File: src/ddo_pkg.sv
//------------------------------------------------------------------------------
// Odometry package
// Shared word types, state encoding and arithmetic constants.
//------------------------------------------------------------------------------
package ddo_pkg;

	localparam int CordicSteps = 16;
	localparam int PosFracBits = 14;
	localparam int CordicN = (CordicSteps > 24) ? 24 : CordicSteps;

	localparam logic [21:0] TicksPerHalfMmQ16 = 22'd1755733;
	localparam logic [22:0] TicksPerCdegQ24 = 23'd7687795;
	localparam logic [26:0] PhasePerTickQ40 = 27'd66652342;
	localparam logic [27:0] HalfMmPerTickQ32 = 28'd160317668;
	localparam logic [25:0] CdegPerTickQ24 = 26'd36613224;
	localparam logic signed [31:0] CordicGainQ30 = 32'sd652032874;

	// Heading wrap: restoring reduction modulo 36000, one compare per cycle.
	// The reported centidegree magnitude stays below 2^33.
	localparam logic [15:0] HeadingWrap = 16'd36000;
	localparam int WrapSteps = 18;
	localparam logic [32:0] WrapDivTop = 33'd4718592000;

	typedef struct packed {
		logic action;
		logic signed [7:0] left_ticks;
		logic signed [7:0] right_ticks;
		logic signed [15:0] set_x_half_mm;
		logic signed [15:0] set_y_half_mm;
		logic [15:0] set_heading_centideg;
	} in_word_t;

	typedef struct packed {
		logic signed [15:0] x_half_mm;
		logic signed [15:0] y_half_mm;
		logic [15:0] heading_centideg;
	} out_word_t;

	typedef enum logic [2:0] {
		ST_IDLE,
		ST_POS,
		ST_PHASE,
		ST_CORDIC,
		ST_TRIG,
		ST_REPORT,
		ST_WRAP,
		ST_DONE
	} state_t;

	// Arctangent table in units of a 2^32 turn.
	function automatic logic signed [31:0] atan_turn(input logic [4:0] i);
		case (i)
			5'd0: atan_turn = 32'sd536870912;
			5'd1: atan_turn = 32'sd316933406;
			5'd2: atan_turn = 32'sd167458907;
			5'd3: atan_turn = 32'sd85004756;
			5'd4: atan_turn = 32'sd42667331;
			5'd5: atan_turn = 32'sd21354465;
			5'd6: atan_turn = 32'sd10679838;
			5'd7: atan_turn = 32'sd5340245;
			5'd8: atan_turn = 32'sd2670163;
			5'd9: atan_turn = 32'sd1335087;
			5'd10: atan_turn = 32'sd667544;
			5'd11: atan_turn = 32'sd333772;
			5'd12: atan_turn = 32'sd166886;
			5'd13: atan_turn = 32'sd83443;
			5'd14: atan_turn = 32'sd41722;
			5'd15: atan_turn = 32'sd20861;
			5'd16: atan_turn = 32'sd10430;
			5'd17: atan_turn = 32'sd5215;
			5'd18: atan_turn = 32'sd2608;
			5'd19: atan_turn = 32'sd1304;
			5'd20: atan_turn = 32'sd652;
			5'd21: atan_turn = 32'sd326;
			5'd22: atan_turn = 32'sd163;
			5'd23: atan_turn = 32'sd81;
			default: atan_turn = 32'sd0;
		endcase
	endfunction

endpackage

File: src/differential_drive_odometry.sv
//------------------------------------------------------------------------------
// Differential drive odometry
// Dead-reckoning pose tracker with a bit-serial multiplier and iterated CORDIC.
//------------------------------------------------------------------------------
//  channel | signals                       | word type
//  in      | in_valid, in_ready, in_data   | ddo_pkg::in_word_t
//  out     | out_valid, out_ready, out_data| ddo_pkg::out_word_t
//
// One word is processed at a time. A shared shift-and-add multiplier takes
// one multiplier bit per cycle for two 9-bit (update) or 22-bit (set)
// position products, a 32-bit phase product and three 32-bit report
// products; between these run CordicN CORDIC rotations and 18 heading wrap
// steps. The next word is taken only once the result has been loaded into
// the result register. A full result register holds the block in its last
// state until the word leaves. Reset sets the pose to zero heading at
// origin.
//------------------------------------------------------------------------------
module differential_drive_odometry (
	input  logic                clk,
	input  logic                arst_n,
	input  logic                in_valid,
	output logic                in_ready,
	input  ddo_pkg::in_word_t   in_data,
	output logic                out_valid,
	input  logic                out_ready,
	output ddo_pkg::out_word_t  out_data
);

	ddo_pkg::state_t state_q, state_d;

	logic signed [31:0] pos_x_q, pos_y_q, head_q;
	logic signed [17:0] cos_q, sin_q;
	ddo_pkg::in_word_t word_q;

	// Serial multiplier: signed multiplicand, unsigned or signed multiplier.
	logic signed [63:0] acc_q;
	logic signed [63:0] mcand_q;
	logic [31:0] mplier_q;
	logic [5:0] bits_q;
	logic msb_neg_q;
	logic [2:0] sub_q;
	logic mul_busy;

	// CORDIC registers.
	logic signed [31:0] cx_q, cy_q, cz_q;
	logic [1:0] quad_q;
	logic [4:0] it_q;

	logic signed [15:0] hx_q, hy_q;

	// Heading wrap registers.
	logic [32:0] rem_q, div_q;
	logic neg_q;
	logic signed [63:0] cd_w;
	logic [15:0] head_cd;
	logic load_out;

	assign mul_busy = (bits_q != 6'd0);

	function automatic logic signed [31:0] sat32(input logic signed [63:0] v);
		if (v > 64'sd2147483647) sat32 = 32'sh7fffffff;
		else if (v < -64'sd2147483648) sat32 = 32'sh80000000;
		else sat32 = v[31:0];
	endfunction

	function automatic logic signed [63:0] to_pos(input logic signed [63:0] v);
		if (ddo_pkg::PosFracBits >= 16) to_pos = v <<< (ddo_pkg::PosFracBits - 16);
		else to_pos = v >>> (16 - ddo_pkg::PosFracBits);
	endfunction

	function automatic logic signed [63:0] trunc_sh(input logic signed [63:0] v,
			input int s);
		logic signed [63:0] t;
		t = v >>> s;
		if (v < 0 && ((v & ((64'sd1 <<< s) - 64'sd1)) != 64'sd0)) t = t + 64'sd1;
		trunc_sh = t;
	endfunction

	function automatic logic signed [17:0] clampu(input logic signed [31:0] v);
		if (v > 32'sd65536) clampu = 18'sd65536;
		else if (v < -32'sd65536) clampu = -18'sd65536;
		else clampu = v[17:0];
	endfunction

	function automatic logic signed [15:0] sat16(input logic signed [63:0] v);
		if (v > 64'sd32767) sat16 = 16'sh7fff;
		else if (v < -64'sd32768) sat16 = 16'sh8000;
		else sat16 = v[15:0];
	endfunction

	// Centidegrees of the heading product, and the wrapped heading.
	assign cd_w = trunc_sh(acc_q, 24);
	assign head_cd = (neg_q && rem_q != 33'd0) ?
		16'(ddo_pkg::HeadingWrap - rem_q[15:0]) : rem_q[15:0];
	assign load_out = (state_q == ddo_pkg::ST_DONE) && (!out_valid || out_ready);

	// Next-state logic.
	always_comb begin
		state_d = state_q;
		case (state_q)
			ddo_pkg::ST_IDLE: if (in_valid && in_ready) state_d = ddo_pkg::ST_POS;
			ddo_pkg::ST_POS: if (!mul_busy && sub_q == 3'd2) state_d = ddo_pkg::ST_PHASE;
			ddo_pkg::ST_PHASE: if (!mul_busy && sub_q == 3'd1) state_d = ddo_pkg::ST_CORDIC;
			ddo_pkg::ST_CORDIC: if (it_q == 5'(ddo_pkg::CordicN)) state_d = ddo_pkg::ST_TRIG;
			ddo_pkg::ST_TRIG: state_d = ddo_pkg::ST_REPORT;
			ddo_pkg::ST_REPORT: if (!mul_busy && sub_q == 3'd3) state_d = ddo_pkg::ST_WRAP;
			ddo_pkg::ST_WRAP:
				if (it_q == 5'(ddo_pkg::WrapSteps - 1)) state_d = ddo_pkg::ST_DONE;
			ddo_pkg::ST_DONE: if (!out_valid || out_ready) state_d = ddo_pkg::ST_IDLE;
			default: state_d = ddo_pkg::ST_IDLE;
		endcase
	end

	assign in_ready = (state_q == ddo_pkg::ST_IDLE);

	always_ff @(posedge clk or negedge arst_n) begin
		if (!arst_n) state_q <= ddo_pkg::ST_IDLE;
		else state_q <= state_d;
	end

	// Datapath and serial arithmetic.
	always_ff @(posedge clk or negedge arst_n) begin
		if (!arst_n) begin
			pos_x_q <= '0;
			pos_y_q <= '0;
			head_q <= '0;
			cos_q <= 18'sd65536;
			sin_q <= '0;
			bits_q <= '0;
			sub_q <= '0;
			it_q <= '0;
			out_valid <= 1'b0;
		end else begin
			if (load_out) out_valid <= 1'b1;
			else if (out_valid && out_ready) out_valid <= 1'b0;
			if (mul_busy) begin
				// One multiplier bit per cycle; the top bit weighs negative if signed.
				if (mplier_q[0]) begin
					if (bits_q == 6'd1 && msb_neg_q) acc_q <= acc_q - mcand_q;
					else acc_q <= acc_q + mcand_q;
				end
				mcand_q <= mcand_q <<< 1;
				mplier_q <= mplier_q >> 1;
				bits_q <= bits_q - 6'd1;
			end else begin
				case (state_q)
					ddo_pkg::ST_IDLE: begin
						if (in_valid) begin
							word_q <= in_data;
							sub_q <= '0;
						end
					end
					ddo_pkg::ST_POS: begin
						case (sub_q)
							3'd0: begin
								acc_q <= '0;
								msb_neg_q <= !word_q.action;
								if (!word_q.action) begin
									mcand_q <= 64'(cos_q);
									mplier_q <= 32'(9'(word_q.left_ticks) - 9'(word_q.right_ticks));
									bits_q <= 6'd9;
									head_q <= head_q - 32'(word_q.left_ticks)
										- 32'(word_q.right_ticks);
								end else begin
									mcand_q <= 64'(word_q.set_x_half_mm);
									mplier_q <= 32'(ddo_pkg::TicksPerHalfMmQ16);
									bits_q <= 6'd22;
								end
								sub_q <= 3'd1;
							end
							3'd1: begin
								if (!word_q.action) pos_x_q <= sat32(64'(pos_x_q) + to_pos(acc_q));
								else pos_x_q <= sat32(to_pos(acc_q));
								acc_q <= '0;
								if (!word_q.action) begin
									mcand_q <= 64'(sin_q);
									mplier_q <= 32'(9'(word_q.left_ticks) - 9'(word_q.right_ticks));
									bits_q <= 6'd9;
								end else begin
									mcand_q <= 64'(word_q.set_y_half_mm);
									mplier_q <= 32'(ddo_pkg::TicksPerHalfMmQ16);
									bits_q <= 6'd22;
								end
								sub_q <= 3'd2;
							end
							default: begin
								if (!word_q.action) pos_y_q <= sat32(64'(pos_y_q) + to_pos(acc_q));
								else pos_y_q <= sat32(to_pos(acc_q));
								// Set heading: unsigned centidegree times a constant.
								if (word_q.action)
									head_q <= 32'((40'(word_q.set_heading_centideg)
										* 40'(ddo_pkg::TicksPerCdegQ24)) >> 24);
								sub_q <= 3'd0;
							end
						endcase
					end
					ddo_pkg::ST_PHASE: begin
						if (sub_q == 3'd0) begin
							acc_q <= '0;
							mcand_q <= 64'(ddo_pkg::PhasePerTickQ40);
							mplier_q <= head_q;
							msb_neg_q <= 1'b1;
							bits_q <= 6'd32;
							sub_q <= 3'd1;
						end else begin
							quad_q <= 2'((acc_q[39:8] + 32'h2000_0000) >> 30);
							cz_q <= acc_q[39:8]
								- {2'((acc_q[39:8] + 32'h2000_0000) >> 30), 30'd0};
							cx_q <= ddo_pkg::CordicGainQ30;
							cy_q <= '0;
							it_q <= '0;
							sub_q <= 3'd0;
						end
					end
					ddo_pkg::ST_CORDIC: begin
						if (it_q != 5'(ddo_pkg::CordicN)) begin
							if (!cz_q[31]) begin
								cx_q <= cx_q - (cy_q >>> it_q);
								cy_q <= cy_q + (cx_q >>> it_q);
								cz_q <= cz_q - ddo_pkg::atan_turn(it_q);
							end else begin
								cx_q <= cx_q + (cy_q >>> it_q);
								cy_q <= cy_q - (cx_q >>> it_q);
								cz_q <= cz_q + ddo_pkg::atan_turn(it_q);
							end
							it_q <= it_q + 5'd1;
						end
					end
					ddo_pkg::ST_TRIG: begin
						logic signed [31:0] c, s;
						c = (cx_q + 32'sd8192) >>> 14;
						s = (cy_q + 32'sd8192) >>> 14;
						case (quad_q)
							2'd0: begin cos_q <= clampu(c); sin_q <= clampu(s); end
							2'd1: begin cos_q <= clampu(-s); sin_q <= clampu(c); end
							2'd2: begin cos_q <= clampu(-c); sin_q <= clampu(-s); end
							default: begin cos_q <= clampu(s); sin_q <= clampu(-c); end
						endcase
						sub_q <= 3'd0;
					end
					ddo_pkg::ST_REPORT: begin
						case (sub_q)
							3'd0: begin
								acc_q <= '0;
								msb_neg_q <= 1'b1;
								bits_q <= 6'd32;
								mcand_q <= 64'(ddo_pkg::HalfMmPerTickQ32);
								mplier_q <= pos_x_q;
								sub_q <= 3'd1;
							end
							3'd1: begin
								hx_q <= sat16(trunc_sh(acc_q, 32 + ddo_pkg::PosFracBits));
								acc_q <= '0;
								msb_neg_q <= 1'b1;
								bits_q <= 6'd32;
								mcand_q <= 64'(ddo_pkg::HalfMmPerTickQ32);
								mplier_q <= pos_y_q;
								sub_q <= 3'd2;
							end
							3'd2: begin
								hy_q <= sat16(trunc_sh(acc_q, 32 + ddo_pkg::PosFracBits));
								acc_q <= '0;
								msb_neg_q <= 1'b1;
								bits_q <= 6'd32;
								mcand_q <= 64'(ddo_pkg::CdegPerTickQ24);
								mplier_q <= head_q;
								sub_q <= 3'd3;
							end
							default: begin
								// Start the wrap on the heading magnitude.
								neg_q <= cd_w[63];
								rem_q <= cd_w[63] ? 33'(-cd_w) : 33'(cd_w);
								div_q <= ddo_pkg::WrapDivTop;
								it_q <= '0;
							end
						endcase
					end
					ddo_pkg::ST_WRAP: begin
						// One restoring compare and subtract per cycle.
						if (rem_q >= div_q) rem_q <= rem_q - div_q;
						div_q <= div_q >> 1;
						it_q <= it_q + 5'd1;
					end
					ddo_pkg::ST_DONE: begin
						if (load_out) begin
							out_data.x_half_mm <= hx_q;
							out_data.y_half_mm <= hy_q;
							out_data.heading_centideg <= head_cd;
							sub_q <= 3'd0;
						end
					end
					default: ;
				endcase
			end
		end
	end

	// Assertions.
	a_ready_idle: assert property (@(posedge clk) disable iff (!arst_n)
		in_ready |-> (state_q == ddo_pkg::ST_IDLE)) else $error("ready outside idle");
	a_cos_range: assert property (@(posedge clk) disable iff (!arst_n)
		(cos_q <= 18'sd65536 && cos_q >= -18'sd65536)) else $error("cos out of range");
	a_heading_range: assert property (@(posedge clk) disable iff (!arst_n)
		out_valid |-> (out_data.heading_centideg < 16'd36000)) else $error("heading range");

endmodule
File: config.mk
export PLATFORM = sky130hd
export DESIGN_NAME = differential_drive_odometry
export DESIGN_NICKNAME = d
export VERILOG_FILES = /design/src/ddo_pkg.sv /design/src/differential_drive_odometry.sv
export SDC_FILE = /design/constraint.sdc
export NUM_CORES = 2
export LEC_CHECK = 0
export BUFFER_PORTS_ARGS = -buffer_cell sky130_fd_sc_hd__buf_2
export CAP_MARGIN = 20
export CORE_AREA = 2 2 356 500
export CTS_CLUSTER_SIZE = 28
export DETAILED_ROUTE_END_ITERATION = 6
export DIE_AREA = 0 0 358 502
export PLACE_DENSITY_LB_ADDON = 0.15
export RECOVER_POWER = 50
export SLEW_MARGIN = 20
export SYNTH_ARGS = -nofsm -noshare
export SYNTH_HDL_FRONTEND = slang
export SYNTH_SLANG_ARGS = --single-unit
File: constraint.sdc
create_clock -name clk -period 46.7 [get_ports clk]
set_input_delay 4.67 -clock clk [delete_from_list [all_inputs] [get_ports clk]]
set_output_delay 4.67 -clock clk [all_outputs]
set_load 0.005 [all_outputs]
After elaboration in Yosys (flattened, before gate mapping):

Memory sizes are Yosys's and may differ from the RTL's.
Index checks and enable logic that the tools add are counted.

* register bits: 621
* bits in read-only memories: 1920
* bits of input ports: 69
* output and inout port bits: 50
* memories: 2

* add/subtract/negate cells: 26
* $mul: 1
* $lt $le $gt $ge: 22
* eq/ne operators: 41
* shifts and indexed selects: 2
* multiplexer cells: 124
* bitwise logic cells: 5
* reductions and logical operators: 52

Memory list
* (no name shown): words 32, bits a word 30, read ports 1, clocked after Yosys merged registers in 0, write ports 0, line ddo_pkg.sv:52 `case (i)`
* (no name shown): words 32, bits a word 30, read ports 1, clocked after Yosys merged registers in 0, write ports 0, line ddo_pkg.sv:52

Operators by type and width (count)
* $mux 64: 32
* $mux 32: 32
* $pmux 64 s3: 2
* $gt 64x32->1 const B: 4
* $lt 64x32->1 const B: 4
* $pmux 32 s2: 4
* $pmux 64 s2: 2
* $pmux 32 s3: 2
* $mux 18: 8
* $mux 33: 4
* $pmux 33 s2: 2
* $add 32x64->64: 2
* $gt 64x16->1 const B: 2
* $lt 64x16->1 const B: 2
* $reduce_bool 64->1: 2
* $sub 32x32->32: 4
* $pmux 18 s3: 2
* $add 32x32->32: 3
* $add 32x15->32 const B: 2
* $add 64x64->64: 1
* $gt 32x18->1 const B: 2
* $lt 32x17->1 const B: 2
* $lt 64x1->1 const B: 1
* $neg 18->32: 2
* 60 further kinds: 150

Depth between registers and ports, before layout:

* depth in word-level cells: 10
* gate-level depth with buffers: 37
* gate-level depth less buffers: 30

Worst setup path before layout:

OpenSTA, ideal clock, no wires.

* path type: in2reg
* start point: in arst_n
* end point: reg cx_q[0], enable pin
* library setup time: 1061 ps
* data arrival time: 19759 ps
* path slack: 25880 ps
* stages on the path: 2
* cell sequence: nand2_1 -> a2111oi_0

* cells in the longest elaborated chain, start to end: 1

Ends and longest elaborated chain
* start, declared: line differential_drive_odometry.sv:20 `input logic arst_n,`
* $reduce_and 5->1 (no line)
* end signal, assigned: line differential_drive_odometry.sv:209 `cx_q <= ddo_pkg::CordicGainQ30;`
* end signal, assigned: line differential_drive_odometry.sv:218 `cx_q <= cx_q - (cy_q >>> it_q);`
* end signal, assigned: line differential_drive_odometry.sv:222 `cx_q <= cx_q + (cy_q >>> it_q);`
* end, declared: line differential_drive_odometry.sv:45 `logic signed [31:0] cx_q, cy_q, cz_q;`

Every way passes these cells.
A chain may end at the register's enable or synchronous reset.

Worst setup path in the final report:

* start point: in arst_n
* end point: reg word_q[1] in the netlist's numbering, enable pin

* cells in the longest elaborated chain, start to end: 1

Ends and longest elaborated chain
* $reduce_and 4->1 (no line)
* end signal, assigned: line differential_drive_odometry.sv:149 `word_q <= in_data;`
* end, declared: line differential_drive_odometry.sv:33 `ddo_pkg::in_word_t word_q;`

Every way passes these cells.

==> flow_summary_export.csv <==
group,metric,value,unit
sta,setup_viol,0,
global_routing,grtUsageTotal,0.234,
global_routing,overflow,0,
clocking,cts_tree,"done",
global_routing,antenna_found_initial,6,
sta,slew_headroom,-1.52,
floorplanning,start_util,0.359,
floorplanning,die_area,0.180,mm^2
worst_setup_path,crit_type,"input port to flop",
clocking,clockRootBuffer,"clkbuf_16",
sta,post-route-period-util,0.208,
drt,via_per_inst,5.68,
worst_setup_path,crit_start,"arst_n",
floorplanning,std_cell_rows,182,
run_status,status,"complete, but fails checks",
drt,vias,53700,
worst_setup_path,critical_path_required,46.95,ns
clocking,hold_buffers,0,
sta,slew_violations,712,
worst_setup_path,worst_setup_path_start_kind,"input port",
sta,hold_violations,0,
yosys,synth-seq-area-share,0.285,
global_routing,grt_pass1_wl,324,mm
worst_setup_path,rr_startpoint,"it_q[0]",
drt,routedLengthMet1,79.6,mm
power,p_int,1100,uW
yosys,ys_warn_count,0,
power,switchingPower,506,uW
clocking,clkTransAtPathRegs,0.09,ns
finish,layout-area-overhead-vs-synth,8.63,%
power,clkPwrFrac,0.401,
drt,drtIter0Drc,3506,
power,peakVddDrop,0.0279,mV
clocking,htreeDepth,3,
global_routing,grt_max_degree,89,
placement,io_buffers,118,
floorplanning,die_y,502,um
worst_setup_path,rrSetupSlack,37.30,ns
yosys,synth_cell_types,108,
yosys,synthCells,7144,
placement,dpl.hpwl,166,mm
yosys,ys_ff_latch,620,
drt,drt_first_pass_iters,6,
placement,gp_congestion,0.934,
drt,drc,0,
clocking,cts_made_buffers,78,
finish,layout_commonest_cell,"nand2_1",
worst_setup_path,arrival,9.96,ns
finish,utilization,0.390,
yosys,syn-num-nets,7933,
finish,drive_above_1_share,0.0752,
yosys,ys.flop_type,"edfxtp_1",
yosys,ys_async_sr_fraction,0.240,
drt,routedWlPerCell,22.5,um
power,power_density,23.6,mW/mm^2
worst_setup_path,path_max_fanout,49,
sta,rsz0062_at_grt,"no",
drt,routed_wl,213,mm
yosys,syn_area,0.0628,mm^2
sta,fin_crit,9.71,ns
global_routing,grt_pass1_vias,54400,
clocking,clockBufferDepth,3,
floorplanning,chipWidth,358,um
hold_path,hp-class,"flop to flop",
sta,worst_pin_slew,3.78,ns
power,p_comb_frac,0.199,
worst_setup_path,end_kind,"flop",
finish,final_cell_mix,"nand2_1, nor2_1, a21oi_1, ha_1, edfxtp_1",
drt,highest_layer,"met4",
power,p_leak,0.0280,uW
floorplanning,io_pins,119,
sta,finalSetupTns,0,ns
run_status,violations,"max-capacitance violations, max-slew violations",
drt,dr_wl_met2,110,mm
clocking,clk_latency,0.79,ns
power,swShare,0.314,
yosys,synth_edf_count,471,
run,maxCapViolations,15,
yosys,syn_avg_cell_area,8.79,um^2
power,sequentialPowerShare,0.399,
sta,max_freq,103,MHz
finish,fill_cells,17800,
worst_setup_path,timing.rr.end,"cx_q[30]",
clocking,clock-sinks,620,
clocking,post_cts_buffers,0,
worst_setup_path,r2r_cells,24,
clocking,cts_resized,0,
worst_setup_path,endpoint,"word_q[1]",
sta,clock_skew,0.0844,ns
finish,final_nets,7878,
drt,wl_met3,8.24,mm
floorplanning,core,0.175,mm^2
drt,drtAntennaViolNets,0,
==> layer usage <==
metal	vias up	GRT usage
met3	539	0.0275
met1	25900	0.251
met4	0	0.149
li1	25900	-
met2	1356	0.430
met5	-	0
==> worst max-delay path, stage by stage <==
cell	delay (ns)
clkbuf_1	1.48
and2_0	0.45
and3_1	0.92
clkbuf_1	2.33
==> layout make-up <==
type | count | area, um^2 | share of cell area
diodes | 2 | 5.00 | 0.0000734
clock buffers | 98 | 2110 | 0.0309
clock inverters | 46 | 542 | 0.00794
inverters | 419 | 1570 | 0.0231
multi-input cells | 5766 | 42000 | 0.616
flip-flops and latches | 620 | 17900 | 0.262
well taps | 2300 | 2880 | 0.0422
repair buffers | 204 | 1180 | 0.0172
==> cell usage after synthesis (51+ instances only) <==
library cell | instances | area [um^2]
nand2_1 | 690 | 2590
nor2_1 | 607 | 2280
a21oi_1 | 587 | 2940
ha_1 | 550 | 6880
edfxtp_1 | 471 | 14100
o21ai_0 | 454 | 2270
inv_1 | 412 | 1550
xnor2_1 | 346 | 3030
xor2_1 | 266 | 2330
clkbuf_1 | 250 | 938
a21o_1 | 211 | 1580
fa_1 | 170 | 3400
nor3_1 | 155 | 776
dfrtp_1 | 148 | 3700
nand3_1 | 143 | 716
o21a_1 | 92 | 691
a31oi_1 | 88 | 551
nand4_1 | 87 | 544
o31ai_1 | 73 | 548
mux2i_1 | 72 | 721
nand2b_1 | 72 | 450
nor2b_1 | 72 | 450
and3_1 | 71 | 444
mux4_2 | 67 | 1510
and2_1 | 63 | 394
nor4_1 | 63 | 394
mux2_2 | 51 | 574
==> metrics by stage <==
stage / cell area (um^2) / power, uW / worst slack, ns / hold WS [ns] / instances
after floorplan: 62800 / 872 / 25.88 / 0.400 / 7144
after global placement: 65600 / 969 / 38.84 / 0.401 / 9306
after detailed placement: 65600 / 972 / 38.80 / 0.405 / 9306
after CTS: 68300 / 1620 / 38.90 / 0.393 / 9450
after global routing: 68200 / 1680 / 36.22 / 0.397 / 9454
final: 68200 / 1610 / 36.99 / 0.389 / 9455
==> state kept, by name (all words and copies together) (netlist names), 6 cells and up <==
signal    count
cz_q         32
head_q       32
mplier_q     32
cy_q         32
out_data     48
word_q       65
mcand_q      64
pos_y_q      32
cos_q        18
sin_q        18
hx_q         16
div_q        33
acc_q        64
hy_q         16
pos_x_q      32
cx_q         32
bits_q        6
rem_q        33
==> how the worst min path moves through the flow <==
stage / from / endpoint / cells after the start
after floorplan: hy_q[0] / out_data[16] / 0
after global placement: hy_q[15] / out_data[31] / 0
after detailed placement: hy_q[8] / out_data[24] / 0
after CTS: hy_q[2] / out_data[18] / 0
after global routing: hy_q[2] / out_data[18] / 0
final: hy_q[2] / out_data[18] / 0
==> power by group through the flow <==
stage	clock, uW	sequential [uW]	combinational [uW]
detailed placement	0	653	318
CTS	663	642	320
global route	681	643	355
global placement	0	653	316
finish	645	642	321
floorplan	0	639	234
==> logic make-up after synthesis <==
logic type | Yosys count | share of synthesized area
AOI/OAI and AO/OA | 2029 | 0.207
xor gates and xnor gates | 615 | 0.0862
adders and majority gates | 720 | 0.164
buffers and inverters | 758 | 0.0476
DFF | 620 | 0.285
muxes | 190 | 0.0447
and+or+nand+nor | 2212 | 0.166
Power figures use the tool's default switching activity.
